**config.mk**
```make
export PLATFORM = sky130hd
export DESIGN_NAME = audio_onset_detector
export DESIGN_NICKNAME = d
export VERILOG_FILES = /design/src/rtl/core/aod_pkg.sv /design/src/rtl/core/audio_onset_detector.sv /design/src/rtl/core/aod_regs.sv /design/src/rtl/core/aod_ctrl.sv /design/src/rtl/core/aod_datapath.sv
export SDC_FILE = /design/constraint.sdc
export NUM_CORES = 2
export LEC_CHECK = 0
export ABC_CLOCK_PERIOD_IN_PS = 13350
export CORE_ASPECT_RATIO = 1.75
export CORE_MARGIN = 2
export CORE_UTILIZATION = 52
export CTS_CLUSTER_SIZE = 20
export DETAILED_ROUTE_END_ITERATION = 7
export DONT_BUFFER_PORTS = 1
export PLACE_DENSITY_LB_ADDON = 0.2
export SLEW_MARGIN = 20
export SYNTH_ARGS = -nofsm -noshare
export SYNTH_HDL_FRONTEND = slang
export SYNTH_SLANG_ARGS = --single-unit
```
**constraint.sdc**
```tcl
create_clock -name aclk -period 13.35 [get_ports aclk]
set_clock_uncertainty 0.1 [all_clocks]
set_input_delay 0.6675 -clock aclk [delete_from_list [all_inputs] [get_ports aclk]]
set_output_delay 0.6675 -clock aclk [all_outputs]
set_load 0.01 [all_outputs]
```
**src/rtl/core/aod_pkg.sv**
```systemverilog
// ----------------------------------------------------------------------------
// Audio onset detector package
// Shared widths, register map, multiplier operand codes and the command and
// status bundles that pass between the sequencer and the datapath.
// ----------------------------------------------------------------------------
package aod_pkg;

    // Default sizes of the sample and the smoothing coefficient.
    localparam int SAMPLE_BITS_DEFAULT = 16;
    localparam int COEF_BITS_DEFAULT   = 16;

    // Fixed widths of energies, counter, side mode and the reported level.
    localparam int ENERGY_W   = 31;
    localparam int ENERGY_FRAC = 30;
    localparam int COUNT_W    = 24;
    localparam int MODE_W     = 2;
    localparam int LEVEL_W    = 16;
    localparam int ROOT_W     = 32;
    localparam int APB_DATA_W = 32;
    localparam int APB_ADDR_W = 4;

    // Register reset values.
    localparam int unsigned DECAY_RESET      = 65534;
    localparam int unsigned FLOOR_RESET      = 107374;
    localparam int unsigned REFRACTORY_RESET = 2400;
    localparam int unsigned SIDE_MODE_RESET  = 0;

    // Register indexes (word address).
    localparam logic [1:0] REG_DECAY      = 2'd0;
    localparam logic [1:0] REG_FLOOR      = 2'd1;
    localparam logic [1:0] REG_REFRACTORY = 2'd2;
    localparam logic [1:0] REG_SIDE_MODE  = 2'd3;

    // Side modes.
    localparam logic [MODE_W-1:0] SIDE_ALTERNATE = 2'd0;
    localparam logic [MODE_W-1:0] SIDE_LEFT      = 2'd1;

    // Operand selections of the shared multiplier.
    localparam logic [2:0] MUL_SQUARE   = 3'd0;
    localparam logic [2:0] MUL_C_ENV    = 3'd1;
    localparam logic [2:0] MUL_IC_ENVIN = 3'd2;
    localparam logic [2:0] MUL_C_TRK    = 3'd3;
    localparam logic [2:0] MUL_IC_E     = 3'd4;

    // Commands from the sequencer to the datapath.
    typedef struct packed {
        logic       capture;
        logic       count_inc;
        logic       mul_en;
        logic [2:0] mul_sel;
        logic       load_e;
        logic       acc_load;
        logic       env_write;
        logic       trk_write;
        logic       decide;
        logic       sqrt_step;
        logic       out_load;
    } cmd_t;

    // Status from the datapath to the sequencer.
    typedef struct packed {
        logic onset;
        logic sqrt_last;
        logic out_busy;
    } status_t;

endpackage

```
**src/rtl/core/audio_onset_detector.sv**
```systemverilog
// ----------------------------------------------------------------------------
// Audio onset detector
// Energy envelope onset detector with APB configuration and valid/ready
// sample and result channels.
// ----------------------------------------------------------------------------
// Each accepted sample that causes no onset passes through the accept
// cycle and seven sequencer steps, five of which pass through the single
// shared multiplier (square, then the two weighted products of each filter).
// A sample that causes an onset also passes through the square root, which
// resolves one result bit per cycle, and the load of the result word, which
// waits for the output register to be emptied. The output register holds a
// finished word while the next sample is processed.
// No clearing pass follows reset; registers read back at their reset values.
module audio_onset_detector #(
    parameter int SAMPLE_BITS = aod_pkg::SAMPLE_BITS_DEFAULT,
    parameter int COEF_BITS   = aod_pkg::COEF_BITS_DEFAULT
) (
    input  logic                            aclk,
    input  logic                            aresetn,
    input  logic                            psel,
    input  logic                            penable,
    input  logic                            pwrite,
    input  logic [aod_pkg::APB_ADDR_W-1:0]  paddr,
    input  logic [aod_pkg::APB_DATA_W-1:0]  pwdata,
    output logic [aod_pkg::APB_DATA_W-1:0]  prdata,
    output logic                            pready,
    input  logic                            s_valid,
    output logic                            s_ready,
    input  logic signed [SAMPLE_BITS-1:0]   s_sample,
    output logic                            m_valid,
    input  logic                            m_ready,
    output logic                            m_side_tag,
    output logic [aod_pkg::LEVEL_W-1:0]     m_onset_level
);
    import aod_pkg::*;

    logic [COEF_BITS-1:0] decay_coef;
    logic [ENERGY_W-1:0]  floor_energy;
    logic [COUNT_W-1:0]   refractory_samples;
    logic [MODE_W-1:0]    side_mode;
    cmd_t                 cmd;
    status_t              status;

    // Configuration registers.
    aod_regs #(
        .COEF_BITS (COEF_BITS)
    ) u_regs (
        .aclk               (aclk),
        .aresetn            (aresetn),
        .psel               (psel),
        .penable            (penable),
        .pwrite             (pwrite),
        .paddr              (paddr),
        .pwdata             (pwdata),
        .prdata             (prdata),
        .pready             (pready),
        .decay_coef         (decay_coef),
        .floor_energy       (floor_energy),
        .refractory_samples (refractory_samples),
        .side_mode          (side_mode)
    );

    // Sequencer.
    aod_ctrl u_ctrl (
        .aclk    (aclk),
        .aresetn (aresetn),
        .s_valid (s_valid),
        .s_ready (s_ready),
        .status  (status),
        .cmd     (cmd)
    );

    // Datapath.
    aod_datapath #(
        .SAMPLE_BITS (SAMPLE_BITS),
        .COEF_BITS   (COEF_BITS)
    ) u_datapath (
        .aclk               (aclk),
        .aresetn            (aresetn),
        .cmd                (cmd),
        .status             (status),
        .s_sample           (s_sample),
        .decay_coef         (decay_coef),
        .floor_energy       (floor_energy),
        .refractory_samples (refractory_samples),
        .side_mode          (side_mode),
        .m_valid            (m_valid),
        .m_ready            (m_ready),
        .m_side_tag         (m_side_tag),
        .m_onset_level      (m_onset_level)
    );

endmodule

```
**src/rtl/core/aod_regs.sv**
```systemverilog
// ----------------------------------------------------------------------------
// Audio onset detector register file
// APB-style configuration registers with read back; pready is tied high.
// ----------------------------------------------------------------------------
module aod_regs #(
    parameter int COEF_BITS = aod_pkg::COEF_BITS_DEFAULT
) (
    input  logic                               aclk,
    input  logic                               aresetn,
    input  logic                               psel,
    input  logic                               penable,
    input  logic                               pwrite,
    input  logic [aod_pkg::APB_ADDR_W-1:0]     paddr,
    input  logic [aod_pkg::APB_DATA_W-1:0]     pwdata,
    output logic [aod_pkg::APB_DATA_W-1:0]     prdata,
    output logic                               pready,
    output logic [COEF_BITS-1:0]               decay_coef,
    output logic [aod_pkg::ENERGY_W-1:0]       floor_energy,
    output logic [aod_pkg::COUNT_W-1:0]        refractory_samples,
    output logic [aod_pkg::MODE_W-1:0]         side_mode
);
    import aod_pkg::*;

    logic [COEF_BITS-1:0] decay_reg;
    logic [ENERGY_W-1:0]  floor_reg;
    logic [COUNT_W-1:0]   refr_reg;
    logic [MODE_W-1:0]    mode_reg;
    logic                 wr_en;
    logic [1:0]           reg_idx;

    assign pready  = 1'b1;
    assign wr_en   = psel && penable && pwrite && pready;
    assign reg_idx = paddr[3:2];

    // Register writes on the access phase.
    always_ff @(posedge aclk) begin
        if (!aresetn) begin
            decay_reg <= COEF_BITS'(DECAY_RESET);
            floor_reg <= ENERGY_W'(FLOOR_RESET);
            refr_reg  <= COUNT_W'(REFRACTORY_RESET);
            mode_reg  <= MODE_W'(SIDE_MODE_RESET);
        end else if (wr_en) begin
            case (reg_idx)
                REG_DECAY:      decay_reg <= pwdata[COEF_BITS-1:0];
                REG_FLOOR:      floor_reg <= pwdata[ENERGY_W-1:0];
                REG_REFRACTORY: refr_reg  <= pwdata[COUNT_W-1:0];
                REG_SIDE_MODE:  mode_reg  <= pwdata[MODE_W-1:0];
                default: ;
            endcase
        end
    end

    // Read back.
    always_comb begin
        case (reg_idx)
            REG_DECAY:      prdata = APB_DATA_W'(decay_reg);
            REG_FLOOR:      prdata = APB_DATA_W'(floor_reg);
            REG_REFRACTORY: prdata = APB_DATA_W'(refr_reg);
            REG_SIDE_MODE:  prdata = APB_DATA_W'(mode_reg);
            default:        prdata = '0;
        endcase
    end

    assign decay_coef         = decay_reg;
    assign floor_energy       = floor_reg;
    assign refractory_samples = refr_reg;
    assign side_mode          = mode_reg;

endmodule

```
**src/rtl/core/aod_ctrl.sv**
```systemverilog
// ----------------------------------------------------------------------------
// Audio onset detector sequencer
// Steps each sample through the shared multiplier, the onset decision and,
// on an onset, the square root and the hand-over to the output register.
// ----------------------------------------------------------------------------
module aod_ctrl (
    input  logic             aclk,
    input  logic             aresetn,
    input  logic             s_valid,
    output logic             s_ready,
    input  aod_pkg::status_t status,
    output aod_pkg::cmd_t    cmd
);
    import aod_pkg::*;

    localparam logic [3:0] ST_IDLE   = 4'd0;
    localparam logic [3:0] ST_SQ     = 4'd1;
    localparam logic [3:0] ST_ENV0   = 4'd2;
    localparam logic [3:0] ST_ENV1   = 4'd3;
    localparam logic [3:0] ST_TRK0   = 4'd4;
    localparam logic [3:0] ST_TRK1   = 4'd5;
    localparam logic [3:0] ST_TRKW   = 4'd6;
    localparam logic [3:0] ST_DECIDE = 4'd7;
    localparam logic [3:0] ST_SQRT   = 4'd8;
    localparam logic [3:0] ST_LOAD   = 4'd9;

    logic [3:0] state_reg;
    logic [3:0] state_next;

    assign s_ready = (state_reg == ST_IDLE);

    // Next state and command decode.
    always_comb begin
        state_next = state_reg;
        cmd        = '0;
        cmd.mul_sel = MUL_SQUARE;
        case (state_reg)
            ST_IDLE: begin
                if (s_valid) begin
                    cmd.capture = 1'b1;
                    state_next  = ST_SQ;
                end
            end
            ST_SQ: begin
                cmd.count_inc = 1'b1;
                cmd.mul_en    = 1'b1;
                cmd.mul_sel   = MUL_SQUARE;
                state_next    = ST_ENV0;
            end
            ST_ENV0: begin
                cmd.load_e  = 1'b1;
                cmd.mul_en  = 1'b1;
                cmd.mul_sel = MUL_C_ENV;
                state_next  = ST_ENV1;
            end
            ST_ENV1: begin
                cmd.acc_load = 1'b1;
                cmd.mul_en   = 1'b1;
                cmd.mul_sel  = MUL_IC_ENVIN;
                state_next   = ST_TRK0;
            end
            ST_TRK0: begin
                cmd.env_write = 1'b1;
                cmd.mul_en    = 1'b1;
                cmd.mul_sel   = MUL_C_TRK;
                state_next    = ST_TRK1;
            end
            ST_TRK1: begin
                cmd.acc_load = 1'b1;
                cmd.mul_en   = 1'b1;
                cmd.mul_sel  = MUL_IC_E;
                state_next   = ST_TRKW;
            end
            ST_TRKW: begin
                cmd.trk_write = 1'b1;
                state_next    = ST_DECIDE;
            end
            ST_DECIDE: begin
                cmd.decide = 1'b1;
                state_next = status.onset ? ST_SQRT : ST_IDLE;
            end
            ST_SQRT: begin
                cmd.sqrt_step = 1'b1;
                if (status.sqrt_last) begin
                    state_next = ST_LOAD;
                end
            end
            ST_LOAD: begin
                if (!status.out_busy) begin
                    cmd.out_load = 1'b1;
                    state_next   = ST_IDLE;
                end
            end
            default: begin
                state_next = ST_IDLE;
            end
        endcase
    end

    always_ff @(posedge aclk) begin
        if (!aresetn) begin
            state_reg <= ST_IDLE;
        end else begin
            state_reg <= state_next;
        end
    end

    // The square root is only entered from an onset decision.
    a_sqrt_entry: assert property (@(posedge aclk) disable iff (!aresetn)
        (state_reg == ST_SQRT) |->
            ($past(state_reg) == ST_SQRT || $past(state_reg) == ST_DECIDE))
        else $error("square root entered without an onset decision");

    // A word is only handed to the output after a square root.
    a_load_entry: assert property (@(posedge aclk) disable iff (!aresetn)
        (state_reg == ST_LOAD) |->
            ($past(state_reg) == ST_LOAD || $past(state_reg) == ST_SQRT))
        else $error("output load reached without a square root");

endmodule

```
**src/rtl/core/aod_datapath.sv**
```systemverilog
// ----------------------------------------------------------------------------
// Audio onset detector datapath
// Shared multiplier, envelope and tracker filters, onset logic, bit-pair
// square root and the output register.
// ----------------------------------------------------------------------------
module aod_datapath #(
    parameter int SAMPLE_BITS = aod_pkg::SAMPLE_BITS_DEFAULT,
    parameter int COEF_BITS   = aod_pkg::COEF_BITS_DEFAULT
) (
    input  logic                               aclk,
    input  logic                               aresetn,
    input  aod_pkg::cmd_t                      cmd,
    output aod_pkg::status_t                   status,
    input  logic signed [SAMPLE_BITS-1:0]      s_sample,
    input  logic [COEF_BITS-1:0]               decay_coef,
    input  logic [aod_pkg::ENERGY_W-1:0]       floor_energy,
    input  logic [aod_pkg::COUNT_W-1:0]        refractory_samples,
    input  logic [aod_pkg::MODE_W-1:0]         side_mode,
    output logic                               m_valid,
    input  logic                               m_ready,
    output logic                               m_side_tag,
    output logic [aod_pkg::LEVEL_W-1:0]        m_onset_level
);
    import aod_pkg::*;

    localparam int MB      = (SAMPLE_BITS > COEF_BITS + 1) ? SAMPLE_BITS : COEF_BITS + 1;
    localparam int PW      = ENERGY_W + MB;
    localparam int SQ_W    = 2 * SAMPLE_BITS;
    localparam int SQ_FRAC = 2 * (SAMPLE_BITS - 1);
    localparam int SHR     = (SQ_FRAC >= ENERGY_FRAC) ? SQ_FRAC - ENERGY_FRAC : 0;
    localparam int SHL     = (SQ_FRAC < ENERGY_FRAC) ? ENERGY_FRAC - SQ_FRAC : 0;
    localparam int SQX_W   = SQ_W + SHL;
    localparam logic [COUNT_W-1:0] COUNT_MAX = '1;

    logic signed [SAMPLE_BITS-1:0] sample_reg;
    logic [SAMPLE_BITS-1:0]        mag;
    logic [ENERGY_W-1:0]           mul_a;
    logic [MB-1:0]                 mul_b;
    logic [MB-1:0]                 coef_b;
    logic [MB-1:0]                 icoef_b;
    logic [PW-1:0]                 prod_reg;
    logic [PW-1:0]                 acc_reg;
    logic [PW:0]                   smooth_sum;
    logic [ENERGY_W-1:0]           smooth_out;
    logic [SQX_W-1:0]              sq_x;
    logic [SQX_W-1:0]              sq_s;
    logic [ENERGY_W-1:0]           e_from_sq;
    logic [ENERGY_W-1:0]           e_reg;
    logic [ENERGY_W-1:0]           env_in;
    logic [ENERGY_W-1:0]           env_reg;
    logic [ENERGY_W-1:0]           trk_reg;
    logic                          last_above_reg;
    logic [COUNT_W-1:0]            count_reg;
    logic [COUNT_W-1:0]            count_next;
    logic                          alt_reg;
    logic                          alt_next;
    logic                          tag_reg;
    logic                          tag_next;
    logic                          above;
    logic                          onset;
    logic [ROOT_W-1:0]             v_reg;
    logic [ROOT_W-1:0]             root_reg;
    logic [ENERGY_W-1:0]           bit_reg;
    logic [ROOT_W-1:0]             trial;
    logic                          m_valid_reg;
    logic                          m_side_tag_reg;
    logic [LEVEL_W-1:0]            m_onset_level_reg;

    // Sample magnitude; the most negative code maps to 2^(SAMPLE_BITS-1).
    assign mag = sample_reg[SAMPLE_BITS-1] ? (~sample_reg + 1'b1) : sample_reg;

    // Multiplier operands.
    assign coef_b  = MB'(decay_coef);
    assign icoef_b = MB'({1'b1, {COEF_BITS{1'b0}}}) - coef_b;
    assign env_in  = (e_reg > floor_energy) ? e_reg : floor_energy;

    always_comb begin
        case (cmd.mul_sel)
            MUL_SQUARE: begin
                mul_a = ENERGY_W'(mag);
                mul_b = MB'(mag);
            end
            MUL_C_ENV: begin
                mul_a = env_reg;
                mul_b = coef_b;
            end
            MUL_IC_ENVIN: begin
                mul_a = env_in;
                mul_b = icoef_b;
            end
            MUL_C_TRK: begin
                mul_a = trk_reg;
                mul_b = coef_b;
            end
            MUL_IC_E: begin
                mul_a = e_reg;
                mul_b = icoef_b;
            end
            default: begin
                mul_a = '0;
                mul_b = '0;
            end
        endcase
    end

    // Energy in Q1.30 from the registered square.
    assign sq_x      = SQX_W'(prod_reg[SQ_W-1:0]);
    assign sq_s      = sq_x << SHL;
    assign e_from_sq = ENERGY_W'(sq_s >> SHR);

    // One-pole filter output from the two weighted products.
    assign smooth_sum = {1'b0, acc_reg} + {1'b0, prod_reg};
    assign smooth_out = ENERGY_W'(smooth_sum >> COEF_BITS);

    // Onset decision and side tag.
    assign above = (trk_reg > env_reg);
    assign onset = above && !last_above_reg && (count_reg > refractory_samples);

    always_comb begin
        count_next = count_reg;
        alt_next   = alt_reg;
        tag_next   = tag_reg;
        if (cmd.count_inc && (count_reg != COUNT_MAX)) begin
            count_next = count_reg + 1'b1;
        end
        if (cmd.decide && onset) begin
            count_next = '0;
            if (side_mode == SIDE_ALTERNATE) begin
                tag_next = ~alt_reg;
                alt_next = ~alt_reg;
            end else if (side_mode == SIDE_LEFT) begin
                tag_next = 1'b0;
            end else begin
                tag_next = 1'b1;
            end
        end
    end

    // Filter state, counter and flags.
    always_ff @(posedge aclk) begin
        if (!aresetn) begin
            env_reg        <= '0;
            trk_reg        <= '0;
            last_above_reg <= 1'b0;
            count_reg      <= '0;
            alt_reg        <= 1'b0;
        end else begin
            count_reg <= count_next;
            alt_reg   <= alt_next;
            if (cmd.env_write) begin
                env_reg <= smooth_out;
            end
            if (cmd.trk_write) begin
                trk_reg <= (e_reg > trk_reg) ? e_reg : smooth_out;
            end
            if (cmd.decide) begin
                last_above_reg <= above;
            end
        end
    end

    // Payload registers of the arithmetic path.
    always_ff @(posedge aclk) begin
        tag_reg <= tag_next;
        if (cmd.capture) begin
            sample_reg <= s_sample;
        end
        if (cmd.mul_en) begin
            prod_reg <= PW'(mul_a * mul_b);
        end
        if (cmd.load_e) begin
            e_reg <= e_from_sq;
        end
        if (cmd.acc_load) begin
            acc_reg <= prod_reg;
        end
    end

    // Square root, one bit pair per cycle.
    assign trial = root_reg + ROOT_W'(bit_reg);

    always_ff @(posedge aclk) begin
        if (cmd.decide) begin
            v_reg    <= ROOT_W'(trk_reg);
            root_reg <= '0;
            bit_reg  <= {1'b1, {(ENERGY_W-1){1'b0}}};
        end else if (cmd.sqrt_step) begin
            if (v_reg >= trial) begin
                v_reg    <= v_reg - trial;
                root_reg <= (root_reg >> 1) + ROOT_W'(bit_reg);
            end else begin
                root_reg <= root_reg >> 1;
            end
            bit_reg <= bit_reg >> 2;
        end
    end

    // Output register.
    always_ff @(posedge aclk) begin
        if (!aresetn) begin
            m_valid_reg <= 1'b0;
        end else if (cmd.out_load) begin
            m_valid_reg <= 1'b1;
        end else if (m_ready) begin
            m_valid_reg <= 1'b0;
        end
    end

    always_ff @(posedge aclk) begin
        if (cmd.out_load) begin
            m_side_tag_reg    <= tag_reg;
            m_onset_level_reg <= root_reg[LEVEL_W-1:0];
        end
    end

    assign m_valid       = m_valid_reg;
    assign m_side_tag    = m_side_tag_reg;
    assign m_onset_level = m_onset_level_reg;

    assign status.onset     = onset;
    assign status.sqrt_last = bit_reg[0];
    assign status.out_busy  = m_valid_reg && !m_ready;

    // A new word never overwrites one that has not been taken.
    a_no_overwrite: assert property (@(posedge aclk) disable iff (!aresetn)
        (cmd.out_load && m_valid_reg) |-> m_ready)
        else $error("output word overwritten before it was taken");

    // An onset restarts the sample counter.
    a_count_restart: assert property (@(posedge aclk) disable iff (!aresetn)
        (cmd.decide && onset) |=> (count_reg == '0))
        else $error("sample counter not restarted on onset");

    // The root of a 31-bit energy stays within range.
    a_level_range: assert property (@(posedge aclk) disable iff (!aresetn)
        cmd.out_load |=> (m_onset_level_reg <= LEVEL_W'(46340)))
        else $error("onset level out of range");

endmodule

```
==> report_table.html <==
<table>
<tr><th>Metric</th><th>Value</th></tr>
<tr><th colspan="2">Synthesis</th></tr>
<tr><td>Per-instance average area after synthesis</td><td>8.79 µm²</td></tr>
<tr><td>Number of synthesized flops with an enable pin</td><td>190</td></tr>
<tr><td>Yosys reg bits</td><td>~410</td></tr>
<tr><td>Netlist area before placement</td><td>42000 µm²</td></tr>
<tr><td>Proportion of synthesized chip area in sequential cells</td><td>a little under a quarter</td></tr>
<tr><td>Ys Warns</td><td>0</td></tr>
<tr><td>Async S/R FF share, synth</td><td>0%</td></tr>
<tr><td>Top-area cell type share of the netlist area</td><td>20.7%</td></tr>
<tr><td>Cells after Synth</td><td>4779</td></tr>
<tr><td>Yosys top cell by area</td><td>sky130_fd_sc_hd__fa_1</td></tr>
<tr><td>Prevailing post-synth register cell</td><td>sky130_fd_sc_hd__dfxtp_1</td></tr>
<tr><td>Most frequent cells after synthesis</td><td>sky130_fd_sc_hd__nand2_1, sky130_fd_sc_hd__inv_1, sky130_fd_sc_hd__fa_1, sky130_fd_sc_hd__ha_1, sky130_fd_sc_hd__nor2_1</td></tr>
<tr><td>Post-Synthesis Net Count</td><td>~5600</td></tr>
<tr><td>Top cells by area, synth</td><td>sky130_fd_sc_hd__fa_1, sky130_fd_sc_hd__edfxtp_1, sky130_fd_sc_hd__ha_1</td></tr>
<tr><td>Number of distinct library cell variants in the gate-level netlist after synthesis</td><td>110</td></tr>
<tr><td>Most frequent cell after synthesis</td><td>sky130_fd_sc_hd__nand2_1</td></tr>
<tr><th colspan="2">Global route</th></tr>
<tr><td>First-pass GRT wire length</td><td>195000 µm</td></tr>
<tr><td>Initial antenna violation count</td><td>0</td></tr>
<tr><td>Via count of the first global-routing pass</td><td>35000</td></tr>
<tr><td>Pin count of the biggest net entering global routing</td><td>70</td></tr>
<tr><td>Total congestion overflow after global routing</td><td>0</td></tr>
<tr><td>GRT Resource Usage Total</td><td>between 30 and 40%</td></tr>
<tr><th colspan="2">Timing</th></tr>
<tr><td>Setup repair after global routing missed its margin</td><td>no</td></tr>
<tr><td>Final-report max-slew violation count</td><td>0</td></tr>
<tr><td>Period minus WS final</td><td>10.84 ns</td></tr>
<tr><td>Final setup margin</td><td>2.51 ns</td></tr>
<tr><td>Achievable clock frequency</td><td>92.2 MHz</td></tr>
<tr><td>Slew of the pin with the lowest slew margin</td><td>1.25 ns</td></tr>
<tr><td>Hold Violations, Final</td><td>0</td></tr>
<tr><td>Setup total negative slack</td><td>0 ns</td></tr>
<tr><td>Relative max-transition margin</td><td>16.5%</td></tr>
<tr><td>Finish-stage setup viols</td><td>0</td></tr>
<tr><td>Share of the clock period used by the worst path</td><td>81.2%</td></tr>
<tr><th colspan="2">Power</th></tr>
<tr><td>Leakage power total</td><td>19.3 nW</td></tr>
<tr><td>Power Total</td><td>13.2 mW</td></tr>
<tr><td>Worst-case vdd ir drop</td><td>0.000632 V</td></tr>
<tr><td>Pwr dens</td><td>298 nW/µm²</td></tr>
<tr><th colspan="2">Die</th></tr>
<tr><td>Die outline height</td><td>380 µm</td></tr>
<tr><td>Ports</td><td>about 110</td></tr>
<tr><td>Die width</td><td>about 220 µm</td></tr>
<tr><td>Floorplan core area</td><td>around 80000 µm²</td></tr>
<tr><td>Total Die Area</td><td>83200 µm²</td></tr>
<tr><td>Count of standard-cell rows</td><td>137</td></tr>
<tr><td>Starting density of the core</td><td>52.6%</td></tr>
<tr><th colspan="2">Place</th></tr>
<tr><td>Placed Cells</td><td>~5700</td></tr>
<tr><td>Hpwl dp</td><td>about 100000 µm</td></tr>
<tr><td>RD Place Congestion</td><td>0.960</td></tr>
<tr><td>I/O Buffers</td><td>0</td></tr>
<tr><td>Minimum setup slack after placement</td><td>2.66 ns</td></tr>
<tr><th colspan="2">CTS</th></tr>
<tr><td>Largest buffer count on any clock path</td><td>3</td></tr>
<tr><td>Number of buffers added by the clock tree synthesis step</td><td>38</td></tr>
<tr><td>Clk sinks</td><td>just over 400</td></tr>
<tr><td>Root cell of the clock tree</td><td>sky130_fd_sc_hd__clkbuf_16</td></tr>
<tr><td>Cts hold-fix bufs</td><td>0</td></tr>
<tr><td>Number of H-tree levels</td><td>2</td></tr>
<tr><td>Clock latency of the later-clocked register in the worst-skew pair</td><td>0.58 ns</td></tr>
<tr><td>TritonCTS clock tree</td><td>yes</td></tr>
<tr><td>Number of instances resized during post-cts repair</td><td>0</td></tr>
<tr><td>Clock-pin transition on the worst setup and hold timing paths</td><td>approximately 0.070 ns</td></tr>
<tr><td>Number of setup buffers added after CTS</td><td>0</td></tr>
<tr><th colspan="2">Final layout</th></tr>
<tr><td>Number of fillers in the final layout</td><td>7406</td></tr>
<tr><td>Area overhead of the layout relative to synthesis</td><td>5.11%</td></tr>
<tr><td>Diodes inserted</td><td>0</td></tr>
<tr><td>Non-Filler Instances</td><td>approximately 5700</td></tr>
<tr><td>Fraction of layout cells with a size suffix above 1</td><td>4.64%</td></tr>
<tr><td>Net count reported at finish</td><td>5512</td></tr>
<tr><th colspan="2">Drt</th></tr>
<tr><td>DRC marker count from the first detailed-route iteration</td><td>2287</td></tr>
<tr><td>Remaining number of nets flagged by the antenna check after routing</td><td>0</td></tr>
<tr><td># DRC</td><td>0</td></tr>
<tr><td>Routed vias/inst</td><td>5.94</td></tr>
<tr><td>Routed wirelength normalized by instance count</td><td>22.0 µm</td></tr>
<tr><td>Total length of routed wires</td><td>127000 µm</td></tr>
<tr><td>Vias</td><td>34100</td></tr>
<tr><td>First-pass detailed-route iteration total</td><td>8</td></tr>
<tr><th colspan="2">Setup path</th></tr>
<tr><td>Crit-path max FO</td><td>54</td></tr>
<tr><td>Crit-path slowest cell</td><td>sky130_fd_sc_hd__dfxtp_1</td></tr>
<tr><td>Critical Path Sink Type</td><td>flip-flop</td></tr>
<tr><td>Data arrival at the endpoint of the critical path</td><td>11.06 ns</td></tr>
<tr><td>Critical path required time</td><td>~14 ns</td></tr>
<tr><td>Peak per-stage delay on the critical path</td><td>0.88 ns</td></tr>
<tr><td>Nature of the critical path startpoint</td><td>flip-flop</td></tr>
<tr><td>Type of the worst setup path</td><td>reg2reg</td></tr>
<tr><td>Top cell by count, worst path</td><td>sky130_fd_sc_hd__fa_1</td></tr>
<tr><td>Internal reg-to-reg setup slack</td><td>2.51 ns</td></tr>
<tr><th colspan="2">Outcome</th></tr>
<tr><td>Outcome</td><td>completed</td></tr>
<tr><th colspan="2">Hold path</th></tr>
<tr><td>Path type of the worst min-delay path</td><td>in2reg</td></tr>
<tr><th colspan="2">Job</th></tr>
<tr><td>Max-capacitance violation count</td><td>0</td></tr>
</table>
-- report_power, final --
group,internal [mW],switching (mW)
clock,0.581,0.529
combinational,4.02,6.11
sequential,1.83,0.0883
-- stage by stage --
stage                     utilization [%]  hold slack (ns)  instance area [µm²]
after CTS                            55.3           0.0627                44100
after floorplan                         -            0.300                42000
after detailed placement             53.7            0.311                42900
after global placement               53.7            0.304                42900
after global routing                 55.3           0.0615                44200
final                                55.3           0.0805                44200
-- cells in the final DEF, fill, tap and decap left out, types with 31 or more instances in the layout --
cell / count
sky130_fd_sc_hd__nand2_1: 777
sky130_fd_sc_hd__inv_1: 685
sky130_fd_sc_hd__fa_1: 434
sky130_fd_sc_hd__ha_1: 349
sky130_fd_sc_hd__nor2_1: 263
sky130_fd_sc_hd__a21oi_1: 255
sky130_fd_sc_hd__dfxtp_1: 215
sky130_fd_sc_hd__edfxtp_1: 190
sky130_fd_sc_hd__o21ai_0: 187
sky130_fd_sc_hd__xnor2_1: 103
sky130_fd_sc_hd__a21o_1: 98
sky130_fd_sc_hd__nand3_1: 91
sky130_fd_sc_hd__and2_1: 89
sky130_fd_sc_hd__xor2_1: 84
sky130_fd_sc_hd__nor3_1: 64
sky130_fd_sc_hd__mux2i_1: 53
sky130_fd_sc_hd__buf_4: 53
sky130_fd_sc_hd__nand4_1: 45
sky130_fd_sc_hd__clkbuf_16: 38
sky130_fd_sc_hd__o211ai_1: 34
sky130_fd_sc_hd__nand2b_1: 33
sky130_fd_sc_hd__nor2b_1: 33
sky130_fd_sc_hd__a31oi_1: 33
sky130_fd_sc_hd__a211oi_1: 31
-- routing by layer --
metal,track usage (%),vias to the layer above,part of all wire (%)
li1,-,15700,-
met1,32.1,16900,35
met2,56.0,1087,53
met3,3.09,433,4.3
met4,21.1,0,8.2
met5,0,-,0
-- final timing paths --
| kind | start | to | depth (start not counted) |
|---|---|---|---|
| setup / recovery | u_ctrl.state_reg[0] | u_datapath.prod_reg[46] | 30 |
| hold / removal | s_sample[2] | u_datapath.sample_reg[2] | 0 |
| setup reg to reg | u_ctrl.state_reg[0] | u_datapath.prod_reg[46] | 30 |
| hold reg to reg | u_datapath.tag_reg | u_datapath.m_side_tag | 0 |
-- cell families (layout without fill, tap and decap cells) --
| group | count (synthesis) | after routing | synth area share (%) |
|---|---|---|---|
| muxes | 61 | 61 | 1.52 |
| adders and majority gates | 783 | 783 | 31.1 |
| buffers and inverters | 890 | 811 | 8.34 |
| other | 2 | 2 | 0.0179 |
| xor gates and xnor gates | 187 | 187 | 3.90 |
| DFF | 405 | 405 | 23.8 |
| and+or+nand+nor | 1510 | 1510 | 16.1 |
| AOI/OAI and AO/OA | 941 | 941 | 15.2 |
-- final cells by class --
class	instances	area [µm²]	share of cell area (%)
well taps	1042	1300	2.95
clock inverters	23	186	0.422
inverters	688	2580	5.85
flip-flops and latches	405	10000	22.7
clock buffers	47	1030	2.34
repair buffers	53	398	0.901
multi-input cells	3484	28600	64.9
-- worst max-delay path, delay by kind of cell, from the launching register on --
kind	cells	cell delay, ns
buffers and inverters	7	1.04
and+or+nand+nor	7	2.35
DFF	1	0.88
AOI/OAI and AO/OA	8	2.66
adders and majority gates	7	3.44
xor gates and xnor gates	1	0.09
Note: power is estimated with default switching activity, not from simulation.
